`src/hdl/gm_pkg.sv`:
```
`default_nettype none

package gm_pkg;

    localparam int VALUE_W     = 32;
    localparam int GSIZE_W     = 7;
    localparam int SUM_W       = 32;
    localparam int FRAC_BITS   = 16;
    localparam int QUOT_W      = SUM_W + 1;
    localparam int MAX_GROUP_DEF = 16;

    typedef logic [FRAC_BITS-1:0][VALUE_W-1:0] root_tab_t;

    typedef enum logic [5:0] {
        ST_IDLE = 6'b000001,
        ST_LOG  = 6'b000010,
        ST_ACC  = 6'b000100,
        ST_DIV  = 6'b001000,
        ST_EXP  = 6'b010000,
        ST_FIN  = 6'b100000
    } state_t;

    // integer square root, bitwise
    function automatic logic [63:0] isqrt64(input logic [63:0] x_in);
        logic [63:0] x;
        logic [63:0] res;
        logic [63:0] bitv;
        x    = x_in;
        res  = '0;
        for (int i = 0; i < 32; i++)
        begin
            bitv = 64'd1 << (62 - 2 * i);
            if (x >= res + bitv)
            begin
                x   = x - (res + bitv);
                res = (res >> 1) + bitv;
            end
            else
            begin
                res = res >> 1;
            end
        end
        return res;
    endfunction

    // entry k-1 holds 2^(2^-k) in Q1.31
    function automatic root_tab_t calc_roots();
        root_tab_t   tab;
        logic [63:0] root;
        root = 64'd1 << 32;
        for (int k = 0; k < FRAC_BITS; k++)
        begin
            root   = isqrt64(root << 31);
            tab[k] = root[VALUE_W-1:0];
        end
        return tab;
    endfunction

    localparam root_tab_t ROOTS = calc_roots();

endpackage

`default_nettype wire

```
`src/hdl/gm_div.sv`:
```
`default_nettype none

module gm_div (
    input  wire logic                               clk,
    input  wire logic                               rst_n,
    input  wire logic                               start,
    input  wire logic signed [gm_pkg::SUM_W-1:0]    dividend,
    input  wire logic [gm_pkg::GSIZE_W-1:0]         divisor,
    output logic                                    done,
    output logic signed [gm_pkg::QUOT_W-1:0]        quot
);

    localparam int CNT_W = $clog2(gm_pkg::SUM_W);

    logic                           busy_reg, busy_next;
    logic                           done_reg, done_next;
    logic [CNT_W-1:0]               cnt_reg, cnt_next;
    logic [gm_pkg::SUM_W-1:0]       dvd_reg, dvd_next;
    logic [gm_pkg::SUM_W-1:0]       qb_reg, qb_next;
    logic [gm_pkg::GSIZE_W:0]       rem_reg, rem_next;
    logic [gm_pkg::GSIZE_W-1:0]     den_reg, den_next;
    logic                           neg_reg, neg_next;
    logic signed [gm_pkg::QUOT_W-1:0] quot_reg, quot_next;

    logic [gm_pkg::GSIZE_W+1:0]     trial;
    logic [gm_pkg::GSIZE_W+1:0]     diff;
    logic                           fits;
    logic [gm_pkg::SUM_W-1:0]       qb_new;
    logic [gm_pkg::GSIZE_W:0]       rem_new;
    logic [gm_pkg::QUOT_W-1:0]      mag;

    always_comb
    begin
        busy_next = busy_reg;
        done_next = 1'b0;
        cnt_next  = cnt_reg;
        dvd_next  = dvd_reg;
        qb_next   = qb_reg;
        rem_next  = rem_reg;
        den_next  = den_reg;
        neg_next  = neg_reg;
        quot_next = quot_reg;

        trial   = {rem_reg, dvd_reg[gm_pkg::SUM_W-1]};
        diff    = trial - {2'b00, den_reg};
        fits    = trial >= {2'b00, den_reg};
        rem_new = fits ? diff[gm_pkg::GSIZE_W:0] : trial[gm_pkg::GSIZE_W:0];
        qb_new  = {qb_reg[gm_pkg::SUM_W-2:0], fits};
        mag     = {1'b0, qb_new} + gm_pkg::QUOT_W'(neg_reg && rem_new != '0);

        if (start)
        begin
            busy_next = 1'b1;
            cnt_next  = '0;
            neg_next  = dividend[gm_pkg::SUM_W-1];
            dvd_next  = dividend[gm_pkg::SUM_W-1] ? gm_pkg::SUM_W'(-dividend)
                                                  : gm_pkg::SUM_W'(dividend);
            qb_next   = '0;
            rem_next  = '0;
            den_next  = (divisor == '0) ? gm_pkg::GSIZE_W'(1) : divisor;
        end
        else if (busy_reg)
        begin
            dvd_next = {dvd_reg[gm_pkg::SUM_W-2:0], 1'b0};
            qb_next  = qb_new;
            rem_next = rem_new;
            cnt_next = cnt_reg + CNT_W'(1);
            if (cnt_reg == CNT_W'(gm_pkg::SUM_W - 1))
            begin
                busy_next = 1'b0;
                done_next = 1'b1;
                quot_next = neg_reg ? gm_pkg::QUOT_W'(-mag) : mag;
            end
        end
    end

    always_ff @(posedge clk or negedge rst_n)
    begin
        if (!rst_n)
        begin
            busy_reg <= 1'b0;
            done_reg <= 1'b0;
            cnt_reg  <= '0;
        end
        else
        begin
            busy_reg <= busy_next;
            done_reg <= done_next;
            cnt_reg  <= cnt_next;
        end
    end

    always_ff @(posedge clk)
    begin
        dvd_reg  <= dvd_next;
        qb_reg   <= qb_next;
        rem_reg  <= rem_next;
        den_reg  <= den_next;
        neg_reg  <= neg_next;
        quot_reg <= quot_next;
    end

    assign done = done_reg;
    assign quot = quot_reg;

endmodule

`default_nettype wire

```
`src/hdl/geometric_mean_log_domain.sv`:
```
// Geometric mean of groups of unsigned Q17.15 values, computed in the log domain.
// Input stream s_*: tdata = value, tlast marks the final value of a group.
// Output stream m_*: tdata = mean (Q17.15), tuser = zero_seen; one transfer per group.
// cfg_we/cfg_wdata write group_size (0 acts as 1); write only while idle.
// The log and exp steps share one 32x32 multiplier: 16 squaring steps for the
// log2 of a value, 16 product steps for the exp2 at group end.
// A value passes ST_LOG and ST_ACC (a zero value only ST_ACC) before s_tready returns.
// A last value then passes the bit-serial signed divider (ST_DIV), the exp steps
// (ST_EXP) and ST_FIN, which loads the output register; a group with a zero skips to ST_FIN.
// The output register holds the result until m_tready; the next group's values
// are taken meanwhile, and only the following group end waits for it.
// Reset clears the log sum, the zero flag, the output valid, and sets
// group_size to MAX_GROUP.
`default_nettype none

module geometric_mean_log_domain #(
    parameter int MAX_GROUP = gm_pkg::MAX_GROUP_DEF
) (
    input  wire logic                           clk,
    input  wire logic                           rst_n,
    input  wire logic                           s_tvalid,
    output logic                                s_tready,
    input  wire logic [gm_pkg::VALUE_W-1:0]     s_tdata,   // [31:0] value
    input  wire logic                           s_tlast,
    output logic                                m_tvalid,
    input  wire logic                           m_tready,
    output logic [gm_pkg::VALUE_W-1:0]          m_tdata,   // [31:0] mean
    output logic                                m_tuser,   // [0] zero_seen
    input  wire logic                           cfg_we,
    input  wire logic [gm_pkg::GSIZE_W-1:0]     cfg_wdata
);

    localparam int VW    = gm_pkg::VALUE_W;
    localparam int SW    = gm_pkg::SUM_W;
    localparam int FB    = gm_pkg::FRAC_BITS;
    localparam int QW    = gm_pkg::QUOT_W;
    localparam int CNT_W = $clog2(FB);
    localparam int LG_W  = 6 + FB;

    gm_pkg::state_t              state_reg, state_next;
    logic [gm_pkg::GSIZE_W-1:0]  gsize_reg;
    logic signed [SW-1:0]        sum_reg, sum_next;
    logic                        zflag_reg, zflag_next;
    logic                        last_reg, last_next;
    logic                        vzero_reg, vzero_next;
    logic [VW-1:0]               m_reg, m_next;
    logic [FB-1:0]               frac_reg, frac_next;
    logic signed [5:0]           ip_reg, ip_next;
    logic [CNT_W-1:0]            cnt_reg, cnt_next;
    logic signed [QW-1:0]        q_reg, q_next;
    logic                        ovalid_reg, ovalid_next;
    logic [VW-1:0]               omean_reg, omean_next;
    logic                        ozero_reg, ozero_next;

    logic [4:0]                  msb;
    logic [VW-1:0]               opb;
    logic [2*VW-1:0]             prod;
    logic                        div_start, div_done;
    logic signed [QW-1:0]        div_q;
    logic signed [LG_W-1:0]      lg;
    logic signed [SW+1:0]        sum_ext;
    logic signed [QW-FB-1:0]     qi;
    logic signed [QW-FB:0]       amt;
    logic [VW-1:0]               mean_c;
    logic                        in_acc;

    always_comb
    begin
        msb = '0;
        for (int i = 0; i < VW; i++)
        begin
            if (s_tdata[i])
            begin
                msb = 5'(i);
            end
        end
    end

    assign opb  = (state_reg == gm_pkg::ST_LOG) ? m_reg : gm_pkg::ROOTS[cnt_reg];
    assign prod = m_reg * opb;

    assign lg      = {ip_reg, frac_reg};
    assign sum_ext = (SW+2)'(sum_reg) + (SW+2)'(lg);

    assign qi  = q_reg[QW-1:FB];
    assign amt = (QW-FB+1)'(16) - (QW-FB+1)'(qi);

    always_comb
    begin
        if (zflag_reg)
        begin
            mean_c = '0;
        end
        else if (amt < 0)
        begin
            mean_c = '1;
        end
        else if (amt >= (QW-FB+1)'(VW))
        begin
            mean_c = '0;
        end
        else
        begin
            mean_c = m_reg >> amt[4:0];
        end
    end

    assign in_acc = s_tvalid && s_tready;

    always_comb
    begin
        state_next  = state_reg;
        sum_next    = sum_reg;
        zflag_next  = zflag_reg;
        last_next   = last_reg;
        vzero_next  = vzero_reg;
        m_next      = m_reg;
        frac_next   = frac_reg;
        ip_next     = ip_reg;
        cnt_next    = cnt_reg;
        q_next      = q_reg;
        ovalid_next = ovalid_reg && !m_tready;
        omean_next  = omean_reg;
        ozero_next  = ozero_reg;
        div_start   = 1'b0;

        case (state_reg)
            gm_pkg::ST_IDLE:
            begin
                if (in_acc)
                begin
                    last_next  = s_tlast;
                    vzero_next = (s_tdata == '0);
                    m_next     = s_tdata << (5'd31 - msb);
                    ip_next    = 6'(msb) - 6'sd15;
                    frac_next  = '0;
                    cnt_next   = '0;
                    if (s_tdata == '0)
                    begin
                        zflag_next = 1'b1;
                        state_next = gm_pkg::ST_ACC;
                    end
                    else
                    begin
                        state_next = gm_pkg::ST_LOG;
                    end
                end
            end
            gm_pkg::ST_LOG:
            begin
                frac_next = {frac_reg[FB-2:0], prod[2*VW-1]};
                m_next    = prod[2*VW-1] ? prod[2*VW-1:VW] : prod[2*VW-2:VW-1];
                cnt_next  = cnt_reg + CNT_W'(1);
                if (cnt_reg == CNT_W'(FB - 1))
                begin
                    state_next = gm_pkg::ST_ACC;
                end
            end
            gm_pkg::ST_ACC:
            begin
                if (!vzero_reg)
                begin
                    if (sum_ext > (SW+2)'(32'sh7FFFFFFF))
                    begin
                        sum_next = 32'sh7FFFFFFF;
                    end
                    else if (sum_ext < -(SW+2)'(34'sh080000000))
                    begin
                        sum_next = 32'sh80000000;
                    end
                    else
                    begin
                        sum_next = sum_ext[SW-1:0];
                    end
                end
                if (!last_reg)
                begin
                    state_next = gm_pkg::ST_IDLE;
                end
                else if (zflag_reg)
                begin
                    state_next = gm_pkg::ST_FIN;
                end
                else
                begin
                    state_next = gm_pkg::ST_DIV;
                end
            end
            gm_pkg::ST_DIV:
            begin
                if (div_done)
                begin
                    q_next     = div_q;
                    m_next     = VW'(1) << (VW - 1);
                    cnt_next   = '0;
                    state_next = gm_pkg::ST_EXP;
                end
            end
            gm_pkg::ST_EXP:
            begin
                if (q_reg[FB-1-cnt_reg])
                begin
                    m_next = prod[2*VW-2:VW-1];
                end
                cnt_next = cnt_reg + CNT_W'(1);
                if (cnt_reg == CNT_W'(FB - 1))
                begin
                    state_next = gm_pkg::ST_FIN;
                end
            end
            gm_pkg::ST_FIN:
            begin
                if (!ovalid_reg || m_tready)
                begin
                    ovalid_next = 1'b1;
                    omean_next  = mean_c;
                    ozero_next  = zflag_reg;
                    sum_next    = '0;
                    zflag_next  = 1'b0;
                    state_next  = gm_pkg::ST_IDLE;
                end
            end
            default:
            begin
                state_next = gm_pkg::ST_IDLE;
            end
        endcase

        if (state_reg == gm_pkg::ST_ACC && last_reg && !zflag_reg)
        begin
            div_start = 1'b1;
        end
    end

    gm_div u_div (
        .clk      (clk),
        .rst_n    (rst_n),
        .start    (div_start),
        .dividend (sum_next),
        .divisor  (gsize_reg),
        .done     (div_done),
        .quot     (div_q)
    );

    always_ff @(posedge clk or negedge rst_n)
    begin
        if (!rst_n)
        begin
            state_reg  <= gm_pkg::ST_IDLE;
            gsize_reg  <= gm_pkg::GSIZE_W'(MAX_GROUP);
            sum_reg    <= '0;
            zflag_reg  <= 1'b0;
            ovalid_reg <= 1'b0;
            cnt_reg    <= '0;
        end
        else
        begin
            state_reg  <= state_next;
            sum_reg    <= sum_next;
            zflag_reg  <= zflag_next;
            ovalid_reg <= ovalid_next;
            cnt_reg    <= cnt_next;
            if (cfg_we)
            begin
                gsize_reg <= cfg_wdata;
            end
        end
    end

    always_ff @(posedge clk)
    begin
        last_reg  <= last_next;
        vzero_reg <= vzero_next;
        m_reg     <= m_next;
        frac_reg  <= frac_next;
        ip_reg    <= ip_next;
        q_reg     <= q_next;
        omean_reg <= omean_next;
        ozero_reg <= ozero_next;
    end

    assign s_tready = (state_reg == gm_pkg::ST_IDLE);
    assign m_tvalid = ovalid_reg;
    assign m_tdata  = omean_reg;
    assign m_tuser  = ozero_reg;

endmodule

`default_nettype wire

```
`config.mk`:
```
export PLATFORM = sky130hd
export DESIGN_NAME = geometric_mean_log_domain
export DESIGN_NICKNAME = d
export VERILOG_FILES = /design/src/hdl/gm_pkg.sv /design/src/hdl/gm_div.sv /design/src/hdl/geometric_mean_log_domain.sv
export SDC_FILE = /design/constraint.sdc
export NUM_CORES = 2
export LEC_CHECK = 0
export BUFFER_PORTS_ARGS = -buffer_cell sky130_fd_sc_hd__buf_2
export CAP_MARGIN = 30
export CORE_UTILIZATION = 45
export CTS_BUF_LIST = sky130_fd_sc_hd__clkbuf_2
export CTS_CLUSTER_SIZE = 30
export DETAILED_ROUTE_END_ITERATION = 10
export PLACE_DENSITY = 0.63
export SYNTH_ARGS = -nofsm -noshare
export SYNTH_HDL_FRONTEND = slang
export SYNTH_HIERARCHICAL = 1
export SYNTH_SLANG_ARGS = --single-unit
```
`constraint.sdc`:
```
create_clock -name clk -period 19.6 [get_ports clk]
set_input_delay 0.98 -clock clk [delete_from_list [all_inputs] [get_ports clk]]
set_output_delay 0.98 -clock clk [all_outputs]
set_load 0.02 [all_outputs]
```
==> impl_metrics.ini <==
[placement]
gp_congestion = 0.9784
portBuffers = 79
dp_hpwl_mm = 114.5

[worst_setup_path]
required_ps = 20460
cp.buffers_inverters = 7
cpPeakStageDelay_ps = 870
reg2reg_from = cnt_reg[0]
start_kind = register
rrSetupSlack_ps = 8410
cp.arrival_ps = 12050
reg2reg_depth = 33
timing.rr.end = m_reg[31]
critPathKind = register to register
cp_max_fo = 26
cp_common_cell = fa_1
cp_slowest_cell = dfrtp_1
critPathTopFamily = adder cells
end_kind = register

[detailed_routing]
via_count = 40800
drt_iter0_markers = 2857
wl_per_cell_um = 21.24
ant_nets = 0
dr.pass1.iters = 6
routed_wl_mm = 155.0
avgViaCountPerCell = 5.588
drc = 0

[final_layout]
seqCellArea_mm2 = 0.008092
drive_gt1_share_pct = 7.874
area_growth_pct = 4.748
nets = 6970
multi_input_area_mm2 = 0.04026
fill_cells = 11210

[timing]
slew_viol_final = 0
setup_tns_ps = 0
tightest_slew_ps = 1027
fmax_mhz = 89.35
rsz0062_at_grt = false
post-route-min-period_ps = 11190
finalCritPeriodShare_pct = 57.10
setup_viol = 0
finalHoldViolCount = 0
slew_headroom_pct = 31.25
clock_skew_ps = 127.2

[synthesis]
synth_top_cell_by_area = fa_1
ys_types = 110
synth_top_area_share_pct = 33.79
yosys-top-cells-count = inv_1 (907), fa_1 (897), nand2_1 (725)
syn_nets = 7096
synth_area_mm2 = 0.05315
postSynthAreaPerCell_um2 = 9.106
synth_area_leaders = fa_1 (34%), edfxtp_1 (11%), ha_1 (7.5%)
synth.most_common_cell = inv_1
synthArstFlopShare_pct = 19.86
syn_inst = 5837
ys_seq_elements = 292
seq_area_frac_synth_pct = 15.22
synth_edf_count = 195
ys_warn_count = 6
synth_flop_cell = edfxtp_1

[grt]
grt_use_met3_pct = 3.905
grt.busiest_layer = met2
grt_util_met2_pct = 46.16
grt_pass1_vias = 43130
grt_pass1_wl_mm = 245.4
track_usage_pct = 26.39
gr-total-overflow = 0
antenna_found_initial = 9
grt_use_met1_pct = 32.10
grt_max_degree = 65

[run_status]
status = finished clean

[die]
start_util_pct = 45.55
die_h_um = 345.7
die-area_mm2 = 0.1195
io_pins = 80
die_w_um = 345.7
std_cell_rows = 125
core-area_mm2 = 0.1167

[clock_network]
cts_tree = done
h-tree-depth = 3
clock_latency_ps = 1100
cts_buffers = 74
clk_pin_slew_ps = 140
clock-sinks = 292
ctsRootBufferMaster = clkbuf_2
post_cts_resized = 0
cts_buffer_depth = 3

[min_path]
holdCritStartpoint = cfg_wdata[5]
hold_path_class = primary input to register
hold_end = gsize_reg[5]
min_path_cells = 2

[job]
cap_violations = 0
[worst reg2reg max path: cells and delay by family (launching register included)]
| kind | cells | cell delay (ps) |
|---|---|---|
| buffers and inverters | 7 | 1440 |
| adders and majority gates | 10 | 4660 |
| xor gates and xnor gates | 1 | 250 |
| DFF | 1 | 870 |
| and+or+nand+nor | 7 | 1870 |
| AOI/OAI and AO/OA | 8 | 1980 |
[worst max-delay path by stage]
| stage | startpoint | slack [ps] | depth (start not counted) | endpoint |
|---|---|---|---|---|
| after detailed placement | cnt_reg[0] | 8570 | 29 | m_reg[25] |
| final | cnt_reg[0] | 8410 | 33 | m_reg[31] |
| after CTS | cnt_reg[0] | 8600 | 33 | m_reg[31] |
| after floorplan | cnt_reg[1] | 10810 | 33 | m_reg[21] |
| after global placement | cnt_reg[0] | 8370 | 29 | m_reg[26] |
| after global routing | cnt_reg[0] | 7890 | 31 | m_reg[31] |
[layout make-up]
| class | instances | area share (%) |
|---|---|---|
| diodes | 11 | 0.04944 |
| clock buffers | 105 | 0.9439 |
| clock inverters | 26 | 0.3955 |
| inverters | 911 | 6.142 |
| multi-input cells | 4248 | 72.32 |
| flip-flops and latches | 292 | 14.53 |
| well taps | 1524 | 3.425 |
| repair buffers | 184 | 2.193 |
[kinds of logic after synthesis]
kind of cell	synth area share (%)
compound gates	9.355
xor+xnor	2.961
fa+ha+maj	41.25
buf+inv	9.343
flops	15.22
mux	3.569
simple gates	18.30
[placed cells by master, fill, tap and decap left out, types with 24 or more instances in the layout]
cell and instances:
inv_1 907, fa_1 897, nand2_1 723, and2_1 544, ha_1 317, nor2_1 294
a21oi_1 205, edfxtp_1 195, o21ai_0 147, mux2i_1 112, clkbuf_2 105, buf_4 98
xnor2_1 96, nand3_1 82, buf_2 80, xor2_1 77, nor2b_1 60, dfrtp_1 55
a21o_1 47, dfxtp_1 39, and3_1 37, nand4_1 35, nor3_1 34, a31oi_1 33
a211oi_1 31, nand2b_1 27, o21a_1 26, o31ai_1 24, mux2_2 24
[stage by stage]
stage	util, %	std cells	area (µm²)	hold slack (ps)	setup WS (ps)
after CTS	47.69	7290	55650	21.63	8599
after global placement	46.97	7151	54800	402.5	8369
final	47.72	7301	55670	173.5	8408
after detailed placement	47.04	7157	54880	404.5	8571
after global routing	47.70	7291	55650	76.71	7894
after floorplan	-	5837	53150	400.3	10810
[routing by layer]
layer / vias to the layer above / part of all wire (%)
met5: - / 0.023
li1: 18360 / -
met1: 20630 / 39
met3: 380 / 6.5
met4: 6 / 4.8
met2: 1423 / 50
[what timing repair did]
item	4_1_cts	5_1_grt
endpoints found under the hold margin	2	0
setup buffers	0	0
hold buffers	2	0
Power is not shown: default switching activity piles up to over one toggle a cycle in this logic, so the estimate is an artifact.
